`src/hw/rtl/hlpc_pkg.sv`:
```
// Shared types, color constants and lores palette for the pixel colorizer.
// No dependencies; imported by hlpc_color, the top level and the testbench.
package hlpc_pkg;

  localparam int NumPix = 7;

  typedef logic [31:0] argb_t;
  typedef argb_t [NumPix-1:0] pix_row_t;

  typedef enum logic {
    REG_HIRES_SELECT = 1'b0,
    REG_MIXED_MODE   = 1'b1
  } reg_index_t;

  typedef struct packed {
    logic hires_select;
    logic mixed_mode;
  } mode_t;

  localparam argb_t ArgbBlack  = 32'hFF000000;
  localparam argb_t ArgbWhite  = 32'hFFFFFFFF;
  localparam argb_t ArgbPurple = 32'hFFFD44FF;
  localparam argb_t ArgbGreen  = 32'hFF3CF514;
  localparam argb_t ArgbBlue   = 32'hFFFDCF14;
  localparam argb_t ArgbOrange = 32'hFF3C6AFF;

  localparam logic [5:0] LastColumn = 6'd39;
  localparam logic [7:0] TextLine   = 8'd160;

  function automatic argb_t lores_color(input logic [3:0] nib);
    argb_t c;
    unique case (nib)
      4'h0: c = 32'hFF000000;
      4'h1: c = 32'hFF601EE3;
      4'h2: c = 32'hFFCB2525;
      4'h3: c = 32'hFFFD44FF;
      4'h4: c = 32'hFF60A300;
      4'h5: c = 32'hFF9C9C9C;
      4'h6: c = 32'hFFFDCF14;
      4'h7: c = 32'hFFFFC3D0;
      4'h8: c = 32'hFF037260;
      4'h9: c = 32'hFF3C6AFF;
      4'hA: c = 32'hFF9C9C9C;
      4'hB: c = 32'hFFD0A0FF;
      4'hC: c = 32'hFF3CF514;
      4'hD: c = 32'hFF8DDDD0;
      4'hE: c = 32'hFFD0FF72;
      default: c = 32'hFFFFFFFF;
    endcase
    return c;
  endfunction

endpackage

```
`src/hw/rtl/hires_lores_pixel_colorizer_unit.sv`:
```
// Top level of the pixel colorizer: mode registers, input and result registers.
// Depends on hlpc_pkg and hlpc_color.
//
//  channel | handshake         | payload
//  --------+-------------------+------------------------------------------------
//  input   | start, busy       | cur_byte, prev_byte, next_byte, column, scanline
//  result  | done (strobe)     | color0..color6, first_x, line_y, drawn
//  config  | cfg_we            | cfg_index, cfg_data
//
// One word accepted per cycle; its result strobes on done once it has passed
// the input register, then the result register after the coloring logic.
// rst is synchronous; busy is high only while rst is held.
// The receiver takes every result as it comes.
module hires_lores_pixel_colorizer_unit
  import hlpc_pkg::*;
(
  input  logic        clk,
  input  logic        rst,
  input  logic        start,
  output logic        busy,
  input  logic        cfg_we,
  input  logic        cfg_index,
  input  logic        cfg_data,
  input  logic [7:0]  cur_byte,
  input  logic [7:0]  prev_byte,
  input  logic [7:0]  next_byte,
  input  logic [5:0]  column,
  input  logic [7:0]  scanline,
  output logic        done,
  output logic [31:0] color0,
  output logic [31:0] color1,
  output logic [31:0] color2,
  output logic [31:0] color3,
  output logic [31:0] color4,
  output logic [31:0] color5,
  output logic [31:0] color6,
  output logic [8:0]  first_x,
  output logic [7:0]  line_y,
  output logic        drawn
);

  mode_t      mode;
  logic       in_valid;
  logic [7:0] in_cur;
  logic [7:0] in_prev;
  logic [7:0] in_next;
  logic [5:0] in_column;
  logic [7:0] in_line;
  pix_row_t   colors_c;
  pix_row_t   colors;
  logic [8:0] first_x_c;
  logic       drawn_c;

  assign busy = rst;

  always_ff @(posedge clk) begin
    if (rst) begin
      mode <= '0;
    end else if (cfg_we) begin
      unique case (reg_index_t'(cfg_index))
        REG_HIRES_SELECT: mode.hires_select <= cfg_data;
        REG_MIXED_MODE:   mode.mixed_mode   <= cfg_data;
      endcase
    end
  end

  always_ff @(posedge clk) begin
    if (rst) begin
      in_valid <= 1'b0;
      done     <= 1'b0;
    end else begin
      in_valid <= start && !busy;
      done     <= in_valid;
    end
  end

  always_ff @(posedge clk) begin
    if (start && !busy) begin
      in_cur    <= cur_byte;
      in_prev   <= prev_byte;
      in_next   <= next_byte;
      in_column <= column;
      in_line   <= scanline;
    end
  end

  hlpc_color u_color (
    .cur_byte  (in_cur),
    .prev_byte (in_prev),
    .next_byte (in_next),
    .column    (in_column),
    .scanline  (in_line),
    .mode      (mode),
    .colors    (colors_c),
    .first_x   (first_x_c),
    .drawn     (drawn_c)
  );

  always_ff @(posedge clk) begin
    if (in_valid) begin
      colors  <= colors_c;
      first_x <= first_x_c;
      line_y  <= in_line;
      drawn   <= drawn_c;
    end
  end

  assign color0 = colors[0];
  assign color1 = colors[1];
  assign color2 = colors[2];
  assign color3 = colors[3];
  assign color4 = colors[4];
  assign color5 = colors[5];
  assign color6 = colors[6];

`ifndef SYNTHESIS
  a_done_follows_accept: assert property (@(posedge clk) disable iff (rst)
    done |-> $past(start && !busy, 2))
    else $error("result word without accepted input");

  a_line_tracks_input: assert property (@(posedge clk) disable iff (rst)
    done |-> line_y == $past(scanline, 2))
    else $error("line_y does not match accepted scanline");

  a_text_area_blank: assert property (@(posedge clk) disable iff (rst)
    (done && !drawn) |-> (color0 == '0 && color3 == '0 && color6 == '0))
    else $error("text area pixels not blank");

  a_first_x_range: assert property (@(posedge clk) disable iff (rst)
    done |-> first_x <= 9'd441)
    else $error("first_x out of range");
`endif

endmodule

```
`src/hw/rtl/hlpc_color.sv`:
```
// Combinational coloring of one graphics byte into seven ARGB pixels.
// Depends on hlpc_pkg.
module hlpc_color
  import hlpc_pkg::*;
(
  input  logic [7:0] cur_byte,
  input  logic [7:0] prev_byte,
  input  logic [7:0] next_byte,
  input  logic [5:0] column,
  input  logic [7:0] scanline,
  input  mode_t      mode,
  output pix_row_t   colors,
  output logic [8:0] first_x,
  output logic       drawn
);

  logic [NumPix+1:0] ext;
  argb_t             lores_c;

  // neighbors outside the row read as zero
  assign ext = {(column < LastColumn) & next_byte[0], cur_byte[NumPix-1:0],
                (column != 6'd0) & prev_byte[6]};

  assign lores_c = lores_color(scanline[2] ? cur_byte[7:4] : cur_byte[3:0]);
  assign drawn   = !(mode.mixed_mode && scanline >= TextLine);
  assign first_x = {column, 3'b000} - {3'b000, column};

  always_comb begin
    for (int i = 0; i < NumPix; i++) begin
      if (!drawn) begin
        colors[i] = '0;
      end else if (!mode.hires_select) begin
        colors[i] = lores_c;
      end else if (!ext[i+1]) begin
        colors[i] = ArgbBlack;
      end else if (ext[i] || ext[i+2]) begin
        colors[i] = ArgbWhite;
      end else begin
        // x parity is column parity xor pixel index parity
        unique case ({cur_byte[7], column[0] ^ (i % 2 == 1)})
          2'b00: colors[i] = ArgbPurple;
          2'b01: colors[i] = ArgbGreen;
          2'b10: colors[i] = ArgbBlue;
          default: colors[i] = ArgbOrange;
        endcase
      end
    end
  end

endmodule

```
`config.mk`:
```
export PLATFORM = sky130hd
export DESIGN_NAME = hires_lores_pixel_colorizer_unit
export DESIGN_NICKNAME = d
export VERILOG_FILES = /design/src/hw/rtl/hlpc_pkg.sv /design/src/hw/rtl/hires_lores_pixel_colorizer_unit.sv /design/src/hw/rtl/hlpc_color.sv
export SDC_FILE = /design/constraint.sdc
export NUM_CORES = 1
export LEC_CHECK = 0
export BUFFER_PORTS_ARGS = -buffer_cell sky130_fd_sc_hd__buf_2
export CAP_MARGIN = 10
export CORE_MARGIN = 5
export CORE_UTILIZATION = 39
export CTS_CLUSTER_SIZE = 12
export DETAILED_ROUTE_END_ITERATION = 8
export HOLD_SLACK_MARGIN = 0.15
export PLACE_DENSITY_LB_ADDON = 0.3
export REMOVE_ABC_BUFFERS = 1
export SYNTH_ARGS = -nofsm -noshare
export SYNTH_HDL_FRONTEND = slang
export SYNTH_SLANG_ARGS = --single-unit
```
`constraint.sdc`:
```
create_clock -name clk -period 6.43 [get_ports clk]
set_input_delay 1.929 -clock clk [delete_from_list [all_inputs] [get_ports clk]]
set_output_delay 1.929 -clock clk [all_outputs]
set_load 0.01 [all_outputs]
```
======== Yosys cells after proc, flatten, opt, wreduce, memory -nomap -nowiden ========
Memories as Yosys holds them, arrays and structs flattened.
Cells that the tools add are included.
operators by class
  add/sub/neg operators ................... 1
  reductions and logical operators ........ 16
  equality and inequality tests ........... 4
  magnitude comparators ................... 2
  bitwise operators ....................... 4
  mux-type cells .......................... 24
operators by type and width
  cell                                            number
  2-to-1 mux 32 bit                               16
  one-hot mux 24 bit (3 select lines)             2
  2-to-1 mux 24 bit                               5
  subtractor 9 x 6 -> 9 bit                       1
  >= comparator 8 bit (second input constant)     1
  logical OR 1 bit                                7
  < comparator 6 bit (second input constant)      1
  nonzero test 6 bit                              1
  == test 2 x 1 -> 1 bit (second input constant)  2
  == test 2 bit (second input constant)           2
  logical NOT 2 bit                               2
  2-to-1 mux 4 bit                                1
  AND reduction 2 bit                             2
  bitwise AND 1 bit                               2
  logical AND 1 bit                               2
  logical NOT 1 bit                               2
  inverter 1 bit                                  2
storage, ports and cells
  memories kept ........................... 1
  word-level logic and storage cells ...... 71
  memory bits (read-only) ................. 384
  register bits after elaboration ......... 276
memories
  name              depth  width  rd ports  clocked after memory_dff  wr ports  RTL line        RTL
  (name not given)  16     24     1         0                         0         hlpc_pkg.sv:32  unique case (nib)

======== Longest topological paths before layout ========
  word-level depth ........................ 6
  mapped depth ............................ 9

======== Cells and area by module ========
A second synthesis with hierarchy kept.
unflattened totals
  cells, all modules ...................... 779
  area, all modules ....................... 11664.9 sq um
modules (own cells, without submodules)
  module                            area an instance (sq um)  instances  sequential area each (sq um)  cells each
  hires_lores_pixel_colorizer_unit  8569.5                    1          8488.1                        295
  hlpc_color                        3095.5                    1          0.0                           484

======== Worst setup path after synthesis ========
OpenSTA, ideal clock, no wires.
  path type ............................... flip-flop to flip-flop
  start ................................... register in_valid
  end ..................................... register colors, in the netlist color0[0] (enable)
  data required time ...................... 5.865 ns
  period minus slack after synthesis ...... 4.945 ns
  slack ................................... 1.485 ns
  data arrival time ....................... 4.380 ns
  library setup time ...................... 0.565 ns
  stages on the path, launching flop included .. 1
  path through ............................ dfxtp_1
RTL lines
  element                 RTL line                                 RTL
  from (decl)             hires_lores_pixel_colorizer_unit.sv:43   logic in_valid;
  from (signal assigned)  hires_lores_pixel_colorizer_unit.sv:72   in_valid <= start && !busy;
  to (signal assigned)    hires_lores_pixel_colorizer_unit.sv:101  colors <= colors_c;
  to (decl)               hires_lores_pixel_colorizer_unit.sv:50   pix_row_t colors;
No word-level cell between the ends.

======== Worst setup path after layout ========
  start ................................... input rst
  end ..................................... output busy
RTL lines
  element      RTL line                                RTL
  from (decl)  hires_lores_pixel_colorizer_unit.sv:18  input logic rst,
  to (decl)    hires_lores_pixel_colorizer_unit.sv:20  output logic busy,
No word-level cell between the ends.

==> metrics <==
Worst Setup SP=rst; die area=0.0282 sq mm; CP Capture Type=primary output; IO Pins=288; clock buffer depth=3; RD Place Congestion=0.909; clock-pin transition on the worst setup and hold timing paths=0.06 ns; final worst path period share=0.643; min Tclk post-route=4.14 ns; Startpoint Class=primary input; Nets=1,027; diode count=0; CP arrival=2.21 ns; post-synthesis sequential area ratio=0.659; Hold Fails Final Rpt=0; Clock Root Buffer=clkbuf_16; Max-cap violations=0; share of cells above drive strength 1=0.343; cells along the critical path=buf_2 > buf_2; RSZ-0062 raised after global routing=no; status=finished clean; CP peak stage delay=0.14 ns; Clock Latency Late Sink=0.50 ns; pwr dens=302 mW/mm^2; reg-to-reg setup timing slack=3.09 ns; ANT nets after route=0; Die Wd=168 um; Hold/Removal Path Class=reg2reg; Synth Flop Type=edfxtp_1; hold slack final=0.419 ns; CTS tree=yes; Async SR Flop Fraction=0; Post-Synthesis Cells=755; CORE AREA=0.0245 sq mm; Vias/cell=5.25; library cells used by synthesis=64; I/O Buffers=273; worst r2r dst=color1[19]; Pleak=4.62 nW; initial core utilization=0.398; Post-Route WL=26,900 um; synthesized area=0.00974 sq mm; first-pass GRT wire length=40,900 um; Post-Synth Adder-Cell Area=0.0244; mux contribution to synthesized area=0.0180; cell area after layout=0.0117 sq mm; worst vdd ir=0.247 mV; Critical Path Sink=busy; Routed WL per cell=20.8 um; Synth Area in Compound Gates=0.134; Placed Area=0.0110 sq mm; TritonCTS buffer count=23; postcts setup bufs=0; pin count of the biggest net entering global routing=80; CP Data Required Time=4.50 ns; row count=57; gr ovfl total=0; Mean Syn Cell Area=12.9 sq um; H-tree levels=1; Slew Viols, Final=0; XOR/XNOR Fraction of Synth Area=0.00900; synthesis-to-layout area growth=19.7%; slew margin rel.=0.228; worst r2r path cells=6; worst slew pin tran=1.15 ns; CP top delay family=buffers and inverters; 1st-iter DRT viols=606; vias=6,806; count of flip-flops with a built-in enable after synthesis=211; largest family of logic cells by synthesized area=compound AO/OA/AOI/OAI gates; final setup TNS=0 ns; All-Layer GR Usage=0.185; Buf+Inv Stages, Crit Path=2; initial antenna violation count=0; Detailed Routing Iterations Pass 1=6; clk sinks=215; Seq cells post-synth=215; critical path peak fanout=6; critical path's slowest cell=buf_2; die outline height=168 um; Layout Utilization=0.476; Worst Skew=0.00799 ns; worst r2r src=in_cur[5]; DP HPWL=18,900 um; multi-input logic area=0.00264 sq mm; # setup viols final=0; Most Frequent Cell on Critical Path=buf_2; register area=0.00642 sq mm; Fillers=2,196; Residual DRC=0; crit path kind=in2out; Post-CTS Hold Buffers=0; vias in the first global route=6,688; Ys Warns=0; critical path depth=2; post-cts gate resize count=0; Post-Synth Simple-Gate Area=0.0860; HP Start=in_line[1]; FMAX=0.242 GHz
==> state kept, by name, indices dropped and copies added, names as in the netlist, 9 cells and up <==
| register | cells |
|---|---|
| first_x | 9 |
| color2 | 24 |
| color0 | 25 |
| color5 | 24 |
| color1 | 24 |
| color4 | 24 |
| color6 | 24 |
| color3 | 24 |
==> layout make-up <==
class,instances,area share
multi-input combinational,424,0.227
clock buffer,25,0.0500
timing repair buffer,280,0.123
inverter,20,0.00655
tap,324,0.0348
sequential,215,0.551
clock inverter,8,0.00741
==> cell usage in the layout (no fill, tap or decap), drive strengths merged, types with 12 or more instances in the layout <==
cell	synthesis	routed
clkbuf	26	25
edfxtp	211	211
nand2b	12	12
nor3	23	23
buf	70	280
o21ai	64	64
nand3	18	18
a21oi	52	52
inv	18	18
o21bai	14	14
a21o	14	14
nor2	29	29
nand2	72	72
ha	19	19
==> Yosys cell counts, types with 5 or more instances <==
| cell | instances | share of area |
|---|---|---|
| nand2b_1 | 12 | 0.0077 |
| xnor2_1 | 8 | 0.0072 |
| buf_2 | 8 | 0.0041 |
| nand3_1 | 18 | 0.0093 |
| buf_4 | 58 | 0.045 |
| a21oi_1 | 51 | 0.026 |
| a211oi_1 | 6 | 0.0046 |
| edfxtp_1 | 211 | 0.65 |
| clkbuf_1 | 26 | 0.010 |
| ha_1 | 19 | 0.024 |
| o21ai_0 | 61 | 0.031 |
| a21o_1 | 14 | 0.011 |
| or2_2 | 5 | 0.0032 |
| nor2_1 | 28 | 0.011 |
| nor3_1 | 22 | 0.011 |
| a2111oi_0 | 6 | 0.0054 |
| mux2i_1 | 9 | 0.0093 |
| a31oi_1 | 8 | 0.0051 |
| nand2_1 | 72 | 0.028 |
| inv_1 | 18 | 0.0069 |
| nor2b_1 | 6 | 0.0039 |
| o21bai_1 | 14 | 0.011 |
==> power breakdown <==
part           internal (mW)  total [mW]  switching, mW
sequential              1.71        1.77         0.0577
combinational          0.190       0.542          0.351
clock                  0.720        1.21          0.491
==> worst min-delay path by stage <==
stage / end / slack (ns) / cells after the start
after floorplan: line_y[0] / 0.40 / 0
after global placement: line_y[3] / 0.40 / 0
after detailed placement: line_y[4] / 0.41 / 0
after CTS: line_y[1] / 0.42 / 0
after global routing: line_y[1] / 0.43 / 0
final: line_y[1] / 0.42 / 0
==> cells by family after synthesis <==
logic type | after synthesis
XOR/XNOR | 10
AND/OR/NAND/NOR | 179
AO/OA/AOI/OAI | 201
buffers and inverters | 116
adder cells (fa/ha/maj) | 19
flip-flops | 215
multiplexers | 15
==> metrics by stage <==
step	std cells	worst slack (ns)	power (mW)
final	1296	2.29	3.52
after global routing	1296	2.27	3.68
after CTS	1295	2.29	3.55
after detailed placement	1262	2.29	2.34
after global placement	1262	2.29	2.33
after floorplan	659	0.812	2.11
==> routing by layer <==
layer | vias to the layer above | share of wire | wire (um) | GRT usage
met5 | - | 0 | 0 | 0
met4 | 0 | 0.035 | 945 | 0.0628
met3 | 62 | 0.088 | 2360 | 0.0431
met2 | 340 | 0.46 | 12400 | 0.292
met1 | 3217 | 0.42 | 11200 | 0.253
li1 | 3187 | - | - | -
No activity file was read; power rests on OpenSTA's default activity.
